==> config.mk <==
export PLATFORM = sky130hd
export DESIGN_NAME = cigar_read_signature
export DESIGN_NICKNAME = d
export VERILOG_FILES = /design/src/sv/crs_pkg.sv /design/src/sv/cigar_read_signature.sv
export SDC_FILE = /design/constraint.sdc
export NUM_CORES = 1
export LEC_CHECK = 0
export BUFFER_PORTS_ARGS = -buffer_cell sky130_fd_sc_hd__buf_2
export CAP_MARGIN = 20
export CELL_PAD_IN_SITES_DETAIL_PLACEMENT = 0
export CELL_PAD_IN_SITES_GLOBAL_PLACEMENT = 2
export CORE_MARGIN = 2
export CORE_UTILIZATION = 42
export DETAILED_ROUTE_END_ITERATION = 6
export PLACE_DENSITY = 0.86
export SYNTH_ARGS = -nofsm -noshare
export SYNTH_HDL_FRONTEND = slang
export SYNTH_SLANG_ARGS = --single-unit
==> constraint.sdc <==
create_clock -name aclk -period 8 [get_ports aclk]
set_input_delay 1.2 -clock aclk [delete_from_list [all_inputs] [get_ports aclk]]
set_output_delay 1.2 -clock aclk [all_outputs]
set_load 0.02 [all_outputs]
==> src/sv/crs_pkg.sv <==
`default_nettype none

package crs_pkg;

    // Field widths
    localparam int OP_W      = 4;
    localparam int LEN_W     = 28;
    localparam int START_W   = 31;
    localparam int OFFSET_W  = 42;
    localparam int ACC_W     = 32;
    localparam int POS_W     = 43;
    localparam int TOTAL_W   = ACC_W + 2;
    localparam int MAXLEN_W  = 24;
    localparam int BINNUM_W  = 16;
    localparam int BINPOS_W  = 27;

    localparam logic [MAXLEN_W-1:0] MAXLEN_RESET = 24'd10000;

    // CIGAR operation codes
    localparam logic [OP_W-1:0] OP_M  = 4'd0;
    localparam logic [OP_W-1:0] OP_I  = 4'd1;
    localparam logic [OP_W-1:0] OP_D  = 4'd2;
    localparam logic [OP_W-1:0] OP_N  = 4'd3;
    localparam logic [OP_W-1:0] OP_S  = 4'd4;
    localparam logic [OP_W-1:0] OP_H  = 4'd5;
    localparam logic [OP_W-1:0] OP_EQ = 4'd7;
    localparam logic [OP_W-1:0] OP_X  = 4'd8;

    typedef logic [ACC_W-1:0] acc_t;
    typedef logic [POS_W-1:0] pos_t;

endpackage

`default_nettype wire

==> src/sv/cigar_read_signature.sv <==
`default_nettype none

// Channel  | Direction | Handshake          | Payload
// ---------+-----------+--------------------+---------------------------------------------
// s_       | in        | s_valid / s_ready  | op_code, op_length, last_op, read_start,
//          |           |                    | contig_offset, reverse_strand
// m_       | out       | m_valid / m_ready  | bin_number, bin_position, reference_length,
//          |           |                    | read_too_long, bad_operation
// cfg_     | in        | cfg_wr_en          | cfg_wr_data (max_read_length)
//
// One CIGAR operation is taken per cycle while s_ready is high; accumulators update
// at the input transfer. A last operation passes the snapshot register, then the result
// register: base position add before the snapshot, position/length check after it.
// Synchronous active-low reset clears accumulators and stage valids, limit back to 10000.
// s_ready drops only while both the snapshot stage and the result register are full
// and m_ready is low; non-final operations never produce a result.
module cigar_read_signature #(
    parameter int BIN_BITS = 27
) (
    input  wire                                aclk,
    input  wire                                aresetn,

    input  wire                                cfg_wr_en,
    input  wire  [crs_pkg::MAXLEN_W-1:0]       cfg_wr_data,

    input  wire                                s_valid,
    output logic                               s_ready,
    input  wire  [crs_pkg::OP_W-1:0]           s_op_code,
    input  wire  [crs_pkg::LEN_W-1:0]          s_op_length,
    input  wire                                s_last_op,
    input  wire  [crs_pkg::START_W-1:0]        s_read_start,
    input  wire  [crs_pkg::OFFSET_W-1:0]       s_contig_offset,
    input  wire                                s_reverse_strand,

    output logic                               m_valid,
    input  wire                                m_ready,
    output logic [crs_pkg::BINNUM_W-1:0]       m_bin_number,
    output logic [crs_pkg::BINPOS_W-1:0]       m_bin_position,
    output logic [crs_pkg::ACC_W-1:0]          m_reference_length,
    output logic                               m_read_too_long,
    output logic                               m_bad_operation
);
    import crs_pkg::*;

    // Configuration
    logic [MAXLEN_W-1:0] max_len_reg;

    // Running per-read state
    acc_t ref_acc_reg,   ref_acc_next;
    acc_t query_acc_reg, query_acc_next;
    acc_t lead_acc_reg,  lead_acc_next;
    acc_t trail_acc_reg, trail_acc_next;
    logic before_first_reg, before_first_next;
    logic saw_bad_reg,      saw_bad_next;

    // Updated values for the operation in transfer
    acc_t ref_upd, query_upd, lead_upd, trail_upd;
    logic before_first_upd, saw_bad_upd, op_bad;
    acc_t len_ext;

    // Snapshot stage
    logic s1_valid_reg, s1_valid_next;
    acc_t snap_ref_reg, snap_query_reg, snap_lead_reg, snap_trail_reg;
    logic snap_bad_reg, snap_rev_reg;
    pos_t snap_base_reg;

    // Result stage
    logic                m_valid_reg, m_valid_next;
    logic [BINNUM_W-1:0] out_bin_num_reg;
    logic [BINPOS_W-1:0] out_bin_pos_reg;
    acc_t                out_ref_reg;
    logic                out_too_long_reg, out_bad_reg;

    logic in_xfer, s1_load, s1_move;
    pos_t base_pos, pos_fwd, pos_rev, pos_sel, pos_hi, pos_lo;
    logic [TOTAL_W-1:0] total_len;
    logic               too_long;

    // Handshake
    assign s1_move = s1_valid_reg & (~m_valid_reg | m_ready);
    assign s_ready = ~s1_valid_reg | ~m_valid_reg | m_ready;
    assign in_xfer = s_valid & s_ready;
    assign s1_load = in_xfer & s_last_op;

    // Accumulate the operation in transfer
    assign len_ext = {{(ACC_W-LEN_W){1'b0}}, s_op_length};

    always_comb begin
        ref_upd          = ref_acc_reg;
        query_upd        = query_acc_reg;
        lead_upd         = lead_acc_reg;
        trail_upd        = trail_acc_reg;
        before_first_upd = before_first_reg;
        saw_bad_upd      = saw_bad_reg;
        op_bad           = 1'b0;
        case (s_op_code)
            OP_M, OP_EQ, OP_X: begin
                ref_upd          = ref_acc_reg + len_ext;
                query_upd        = query_acc_reg + len_ext;
                before_first_upd = 1'b0;
            end
            OP_I: begin
                query_upd        = query_acc_reg + len_ext;
                before_first_upd = 1'b0;
            end
            OP_D, OP_N: begin
                ref_upd          = ref_acc_reg + len_ext;
                before_first_upd = 1'b0;
            end
            OP_S, OP_H: begin
                if (before_first_reg) begin
                    lead_upd = lead_acc_reg + len_ext;
                end else begin
                    trail_upd = trail_acc_reg + len_ext;
                end
            end
            default: begin
                op_bad      = 1'b1;
                saw_bad_upd = 1'b1;
            end
        endcase
    end

    // Clear the running state after a last operation, otherwise hold or advance
    always_comb begin
        ref_acc_next      = ref_acc_reg;
        query_acc_next    = query_acc_reg;
        lead_acc_next     = lead_acc_reg;
        trail_acc_next    = trail_acc_reg;
        before_first_next = before_first_reg;
        saw_bad_next      = saw_bad_reg;
        if (in_xfer) begin
            if (s_last_op) begin
                ref_acc_next      = '0;
                query_acc_next    = '0;
                lead_acc_next     = '0;
                trail_acc_next    = '0;
                before_first_next = 1'b1;
                saw_bad_next      = 1'b0;
            end else begin
                ref_acc_next      = ref_upd;
                query_acc_next    = query_upd;
                lead_acc_next     = lead_upd;
                trail_acc_next    = trail_upd;
                before_first_next = before_first_upd;
                saw_bad_next      = saw_bad_upd;
            end
        end
    end

    assign base_pos = {1'b0, s_contig_offset} + {{(POS_W-START_W){1'b0}}, s_read_start};

    // Signature position and length check from the snapshot
    assign pos_fwd   = snap_base_reg - {{(POS_W-ACC_W){1'b0}}, snap_lead_reg};
    assign pos_rev   = snap_base_reg + {{(POS_W-ACC_W){1'b0}}, snap_ref_reg}
                     + {{(POS_W-ACC_W){1'b0}}, snap_trail_reg};
    assign pos_sel   = snap_rev_reg ? pos_rev : pos_fwd;
    assign pos_hi    = pos_sel >> BIN_BITS;
    assign pos_lo    = pos_sel & ((POS_W'(1) << BIN_BITS) - POS_W'(1));
    assign total_len = {2'b00, snap_lead_reg} + {2'b00, snap_query_reg}
                     + {2'b00, snap_trail_reg};
    assign too_long  = total_len > {{(TOTAL_W-MAXLEN_W){1'b0}}, max_len_reg};

    assign s1_valid_next = s1_load | (s1_valid_reg & ~s1_move);
    assign m_valid_next  = s1_valid_reg | (m_valid_reg & ~m_ready);

    // Control state
    always_ff @(posedge aclk) begin
        if (!aresetn) begin
            max_len_reg      <= MAXLEN_RESET;
            ref_acc_reg      <= '0;
            query_acc_reg    <= '0;
            lead_acc_reg     <= '0;
            trail_acc_reg    <= '0;
            before_first_reg <= 1'b1;
            saw_bad_reg      <= 1'b0;
            s1_valid_reg     <= 1'b0;
            m_valid_reg      <= 1'b0;
        end else begin
            if (cfg_wr_en) begin
                max_len_reg <= cfg_wr_data;
            end
            ref_acc_reg      <= ref_acc_next;
            query_acc_reg    <= query_acc_next;
            lead_acc_reg     <= lead_acc_next;
            trail_acc_reg    <= trail_acc_next;
            before_first_reg <= before_first_next;
            saw_bad_reg      <= saw_bad_next;
            s1_valid_reg     <= s1_valid_next;
            m_valid_reg      <= m_valid_next;
        end
    end

    // Capture the finished read
    always_ff @(posedge aclk) begin
        if (s1_load) begin
            snap_ref_reg   <= ref_upd;
            snap_query_reg <= query_upd;
            snap_lead_reg  <= lead_upd;
            snap_trail_reg <= trail_upd;
            snap_bad_reg   <= saw_bad_upd;
            snap_rev_reg   <= s_reverse_strand;
            snap_base_reg  <= base_pos;
        end
    end

    // Load the result register
    always_ff @(posedge aclk) begin
        if (s1_move) begin
            out_bin_num_reg  <= pos_hi[BINNUM_W-1:0];
            out_bin_pos_reg  <= pos_lo[BINPOS_W-1:0];
            out_ref_reg      <= snap_ref_reg;
            out_too_long_reg <= too_long;
            out_bad_reg      <= snap_bad_reg;
        end
    end

    assign m_valid            = m_valid_reg;
    assign m_bin_number       = out_bin_num_reg;
    assign m_bin_position     = out_bin_pos_reg;
    assign m_reference_length = out_ref_reg;
    assign m_read_too_long    = out_too_long_reg;
    assign m_bad_operation    = out_bad_reg;

    // A last operation restarts the per-read state
    a_clear_after_last: assert property (@(posedge aclk) disable iff (!aresetn)
        s1_load |=> (ref_acc_reg == '0) && (lead_acc_reg == '0) && before_first_reg
                    && !saw_bad_reg)
        else $error("per-read state not cleared after last operation");

    // A result only appears after the snapshot stage held a read
    a_result_from_snapshot: assert property (@(posedge aclk) disable iff (!aresetn)
        $rose(m_valid_reg) |-> $past(s1_valid_reg))
        else $error("result raised without a snapshot");

    // A stalled snapshot is kept
    a_snapshot_held: assert property (@(posedge aclk) disable iff (!aresetn)
        (s1_valid_reg && m_valid_reg && !m_ready) |=> s1_valid_reg && $stable(snap_base_reg))
        else $error("snapshot dropped during stall");

    // An invalid code inside a read is remembered
    a_bad_op_kept: assert property (@(posedge aclk) disable iff (!aresetn)
        (in_xfer && !s_last_op && op_bad) |=> saw_bad_reg)
        else $error("invalid operation not recorded");

endmodule

`default_nettype wire

**Word level (Yosys, flattened, before mapping)**

Index checks and enable logic that the tools add are counted.

- Register bits: 406
- Input bits: 136
- Output and inout bits: 79
- Logic and storage cells: 76

- $add $sub $neg: 10
- $lt $le $gt $ge: 1
- Eq/ne operators: 7
- Muxes and demuxes: 15
- Bitwise logic cells: 14
- Reductions and logical operators: 8

Operators by type and width:

| operator | count |
|---|---|
| 32-bit two-way mux | 10 |
| 32-bit by 28-bit adder with 32-bit output | 4 |
| 43-bit by 32-bit adder with 43-bit output | 2 |
| 42-bit by 31-bit adder with 43-bit output | 1 |
| 43-bit two-way mux | 1 |
| 43-bit by 32-bit subtractor with 43-bit output | 1 |
| 33-bit by 32-bit adder with 34-bit output | 1 |
| 34-bit by 24-bit > comparator with 1-bit output | 1 |
| 32-bit by 32-bit adder with 33-bit output | 1 |
| 4-bit by 3-bit equality test with 1-bit output (second input constant) | 3 |
| 4-bit by 2-bit equality test with 1-bit output (second input constant) | 2 |
| 8-bit OR reduction | 1 |
| 6-bit OR reduction | 1 |
| 1-bit bitwise AND | 5 |
| 1-bit OR | 5 |
| 5-bit OR reduction | 1 |
| 4-bit by 1-bit equality test with 1-bit output (second input constant) | 1 |
| 4-bit equality test (second input constant) | 1 |
| 4-bit zero test | 1 |
| 1-bit two-way mux | 4 |
| 1-bit NOT | 4 |
| 4-bit OR reduction | 1 |
| 2-bit AND reduction | 1 |
| 2-bit nonzero test | 1 |
| 2-bit OR reduction | 1 |

**Logic depth before layout (Yosys ltp)**

- Depth after elaboration: 6
- Depth in mapped cells: 23

**Worst setup path before layout**

Ideal clock, no wire load.

- Path kind: input to register
- Start: input port m_ready
- End: register snap_bad_reg, enable pin
- Data arrival time: 5,447 ps
- Required time: 7,475 ps
- Setup slack: 2,028 ps
- Cell stages on the path: 6
- Path buffers: 1
- Path through: nor2b_1 > nand2_1 > and2_1 > clkbuf_1 > nand2_1 > inv_1

- Cells in the longest elaborated chain, start to end: 3

Ends and longest elaborated chain:

| element | RTL line | source |
|---|---|---|
| from (decl) | cigar_read_signature.sv:36 | `input wire m_ready,` |
| 1-bit OR | cigar_read_signature.sv:81 | `assign s_ready = ~s1_valid_reg \| ~m_valid_reg \| m_ready;` |
| net s_ready | cigar_read_signature.sv:27 | `output logic s_ready,` |
| 1-bit bitwise AND | cigar_read_signature.sv:82 | `assign in_xfer = s_valid & s_ready;` |
| 1-bit bitwise AND | cigar_read_signature.sv:83 | `assign s1_load = in_xfer & s_last_op;` |
| net s1_load | cigar_read_signature.sv:74 | `logic in_xfer, s1_load, s1_move;` |
| to (signal assigned) | cigar_read_signature.sv:201 | `snap_bad_reg <= saw_bad_upd;` |
| to (decl) | cigar_read_signature.sv:64 | `logic snap_bad_reg, snap_rev_reg;` |

The timed path passes the listed nets, and every way through them passes these cells.
A chain may end at the register's enable or synchronous reset.

**Final worst setup path**

- Start: register snap_lead_reg[1]
- End: register out_too_long_reg, in the netlist m_read_too_long (data pin)

- Cells in the longest elaborated chain, start to end: 3

Ends and longest elaborated chain:

| element | RTL line | source |
|---|---|---|
| from (decl) | cigar_read_signature.sv:63 | `acc_t snap_ref_reg, snap_query_reg, snap_lead_reg, snap_trail_reg;` |
| from (signal assigned) | cigar_read_signature.sv:199 | `snap_lead_reg <= lead_upd;` |
| 32-bit by 32-bit adder with 33-bit output | cigar_read_signature.sv:160 | `assign total_len = {2'b00, snap_lead_reg} + {2'b00, snap_query_reg}` |
| 33-bit by 32-bit adder with 34-bit output | cigar_read_signature.sv:161 | `+ {2'b00, snap_trail_reg};` |
| 34-bit by 24-bit > comparator with 1-bit output | cigar_read_signature.sv:162 | `assign too_long = total_len > {{(TOTAL_W-MAXLEN_W){1'b0}}, max_len_reg};` |
| net too_long | cigar_read_signature.sv:77 | `logic too_long;` |
| to (signal assigned) | cigar_read_signature.sv:213 | `out_too_long_reg <= too_long;` |
| to (decl) | cigar_read_signature.sv:72 | `logic out_too_long_reg, out_bad_reg;` |

The timed path passes the listed nets, and every way through them passes these cells.

==> summary.txt <==
Timing
  – Pins Over Slew Limit: 0
  – Worst Tran Pin Value: between 1 and 1.5 ns
  – Max_slew headroom: 0.2899
  – Max Freq: between 150 and 200 MHz
  – Period utilisation layout: 0.7212
  – Fin. Hold Viols: 0
  – Setup violators final: 0
  – Worst Skew: 0.03854 ns
  – RSZ-0062 raised after global routing: no
  – Fin crit period: between 5 and 6 ns
  – Setup TNS Final: 0 ns

Finish
  – Layout cell share with drive strength beyond 1: 0.1061
  – Non-filler cells, final: roughly 4,200
  – Commonest non-fill, non-tap cell in the layout: nand2_1
  – Nets: 3,766
  – Synthesis-to-finish area growth: 13.14%
  – Largest register FFs: between 40 and 50
  – Commonest non-fill, non-tap cells in the layout: 362 x nand2_1, 272 x nor2_1, 262 x ha_1

Power
  – Sw frac: 0.3079
  – P_leak: around 0.014 µW
  – Clock Power Share: 0.386
  – Worst VDD drop: 0.1613 mV
  – Switch Pwr: just under 2000 µW
  – Power density cells: between 150 and 200 nW/µm²
  – Sequential share of power: 0.375
  – Internal power component: 4463 µW
  – Comb pwr share: 0.240

Route
  – Total number of vias: between 20,000 and 25,000
  – Final wirelength: 88,670 µm
  – Drt pass-1 iters: 6
  – DRC Markers: 0
  – Wire length per cell: ~21 µm
  – Post-route ant nets: 0
  – Via density: 5.706
  – Initial DRC count: roughly 1,800

Worst setup path
  – Setup crit start kind: register
  – Top cell by count, worst path: a21oi_1
  – CP cell instances: fa_1 > ha_1 > fa_1 > a211o_1 > a21oi_1 > o21ai_1 > a22oi_1 > a21oi_1 > a21o_1 > a21oi_1 > xnor2_1 > ha_1 > nand4_1 > nor4_1 > a31oi_1 > o31ai_1 > nand4_1 > a31o_2 > nor3_1 > o2111ai_1 > or3_1
  – Crit-path max cell delay: 0.52 ns
  – Setup CP Type: register to register
  – Buf/Inv on CP: 0
  – Max FO, Critical Path: 4
  – Worst path top cell family by delay: compound AO/OA/AOI/OAI gates
  – Reg2reg setup slack: roughly 2.2 ns
  – CP Capture Type: register
  – CP required: 8.33 ns
  – Slowest cell on crit path: nor4_1
  – Arr. time, crit path: between 6 and 7 ns

Floorplan
  – DIE HEIGHT: about 270 µm
  – I/O pin count: around 220
  – Initial core utilization: 0.4227
  – Die X: ~270 µm
  – # rows: between 90 and 100
  – Die footprint: between 70,000 and 80,000 µm²
  – Core area: slightly below 70,000 µm²

Clock network
  – CTS H-tree lvls: 2
  – Clock Pin Slew Worst Setup and Hold Paths: 0.06 ns
  – Clk buf depth: 3
  – Post-cts sizing count: 0
  – Hold_buf cts: 0
  – CTS tree: yes
  – Post-CTS Setup Inserts: 0
  – Clock insertion delay at the later pin of the skew report: around 0.62 ns
  – Root Driver: clkbuf_16
  – CTS Buf Count: between 40 and 50
  – Sink Count: 406

Global route
  – Vias in the first global route: ~23,000
  – First-pass GRT wire length: between 100,000 and 150,000 µm
  – Initial antenna violation count: 3
  – Total global routing overflow: 0
  – Largest net degree at the start of global routing: about 160
  – GRT Overall Usage: 0.2447

Synth
  – Synth warnings: 0
  – Area leader, netlist: edfxtp_1
  – Post-synth EDFFs: between 200 and 300
  – Simple-gate portion of the synthesized area: 0.1375
  – Combinational family with the most area after synthesis: compound AO/OA/AOI/OAI gates
  – Syn_nets: between 3,000 and 4,000
  – Ys flop type: edfxtp_1
  – Mux cell area share after synthesis: 0.01422
  – Synth top area share: 0.2594
  – Asr flop ratio synth: 0
  – Synthesized cell area: between 20,000 and 30,000 µm²
  – Xor/xnor share of the synthesized area: 0.07021
  – Register bit total from synthesis: roughly 400
  – Synth top area cells: edfxtp_1 26%, ha_1 11%, dfxtp_1 11%
  – Compound-cell area share of the yosys netlist: 0.2186
  – Post-Syn Area per Cell: 9.315 µm²
  – Seq/Total Area, Yosys: 0.3673
  – Synth unique cells: 84
  – Syn Inst Count: 3,107
  – Synth Area in Adders: 0.1631

Flow run
  – Total of max-cap violations: 0

Place
  – IO buf count: 214
  – Dpl cells: approximately 4,100
  – RD Place Congestion: ~0.92
  – Hpwl dp: roughly 69,000 µm

Run status
  – Outcome: completed

Worst hold path
  – Worst Hold Class: register to register
cell type report:
cell class	instances	area (µm²)
clock buffers	58	1290
clock inverters	32	506.7
diodes	3	7.507
flip-flops and latches	406	10630
fillers	6391	35720
multi-input cells	2478	17500
repair buffers	229	1196
well taps	882	1104
inverters	133	505.5
worst reg2reg max path, stage by stage, from the launching register on:
cell and delay, ns:
edfxtp_1 0.46, fa_1 0.49, ha_1 0.26, fa_1 0.44, a211o_1 0.34, a21oi_1 0.18, o21ai_1 0.17, a22oi_1 0.21
a21oi_1 0.18, a21o_1 0.21, a21oi_1 0.16, xnor2_1 0.10, ha_1 0.30, nand4_1 0.13, nor4_1 0.52, a31oi_1 0.14
o31ai_1 0.16, nand4_1 0.16, a31o_2 0.24, nor3_1 0.20, o2111ai_1 0.12, or3_1 0.36
path summary, 6_finish.rpt:
check / depth (start not counted) / from / end
max reg2reg: 21 / snap_lead_reg[1] / m_read_too_long
min: 2 / lead_acc_reg[16] / lead_acc_reg[16]
min reg2reg: 2 / lead_acc_reg[16] / lead_acc_reg[16]
max: 21 / snap_lead_reg[1] / m_read_too_long
cells in the mapped netlist (all sizes together), types with 9 or more instances:
library cell  count
nand2           363
nor2            273
ha              262
edfxtp          250
a21oi           242
o21ai           231
dfxtp           156
inv             133
xnor2           126
a21o            121
xor2            106
clkbuf           79
fa               72
a22oi            68
nand3            54
o21a             46
a211oi           37
and3             34
nor3             32
mux2i            31
nand2b           31
o21bai           27
o31ai            27
nand4            26
nor2b            24
o211ai           23
or3              22
a31oi            21
o22ai            15
a22o             14
and2             13
a211o            12
buf              11
a221oi           10
mux2              9
cells by family (layout without fill, tap and decap cells):
| family | after synthesis | count (layout) |
|---|---|---|
| buffers and inverters | 223 | 452 |
| other | 0 | 3 |
| AO/OA/AOI/OAI | 970 | 970 |
| XOR/XNOR | 232 | 232 |
| adder cells (fa/ha/maj) | 334 | 334 |
| AND/OR/NAND/NOR | 902 | 902 |
| multiplexers | 40 | 40 |
| flip-flops | 406 | 406 |
power groups by stage:
stage | clock network, µW | registers (µW) | logic, µW
2_1_floorplan | 0 | 2450 | 1080
3_3_place_gp | 0 | 2460 | 1510
3_5_place_dp | 0 | 2460 | 1520
4_1_cts | 2540 | 2420 | 1530
5_1_grt | 2620 | 2420 | 1710
6_report | 2490 | 2420 | 1550
layer usage:
layer  share of wire  GRT usage
met4           0.024    0.06438
met1            0.48     0.3564
met2            0.44     0.3837
met5               0          0
met3           0.060    0.02906
per-stage QoR:
| step | setup WS (ns) | power [µW] | cell area, µm² | hold WS [ns] | utilization |
|---|---|---|---|---|---|
| floorplan | 2.028 | 3535 | 28940 | 0.4003 | - |
| detailed placement | 2.255 | 3983 | 30940 | 0.4713 | 0.4519 |
| CTS | 2.223 | 6494 | 32740 | 0.4791 | 0.4781 |
| finish | 2.230 | 6448 | 32740 | 0.4746 | 0.4782 |
| global route | 1.904 | 6751 | 32740 | 0.4931 | 0.4782 |
| global placement | 2.389 | 3964 | 30940 | 0.4631 | 0.4519 |
(Power assumes the default switching activity.)
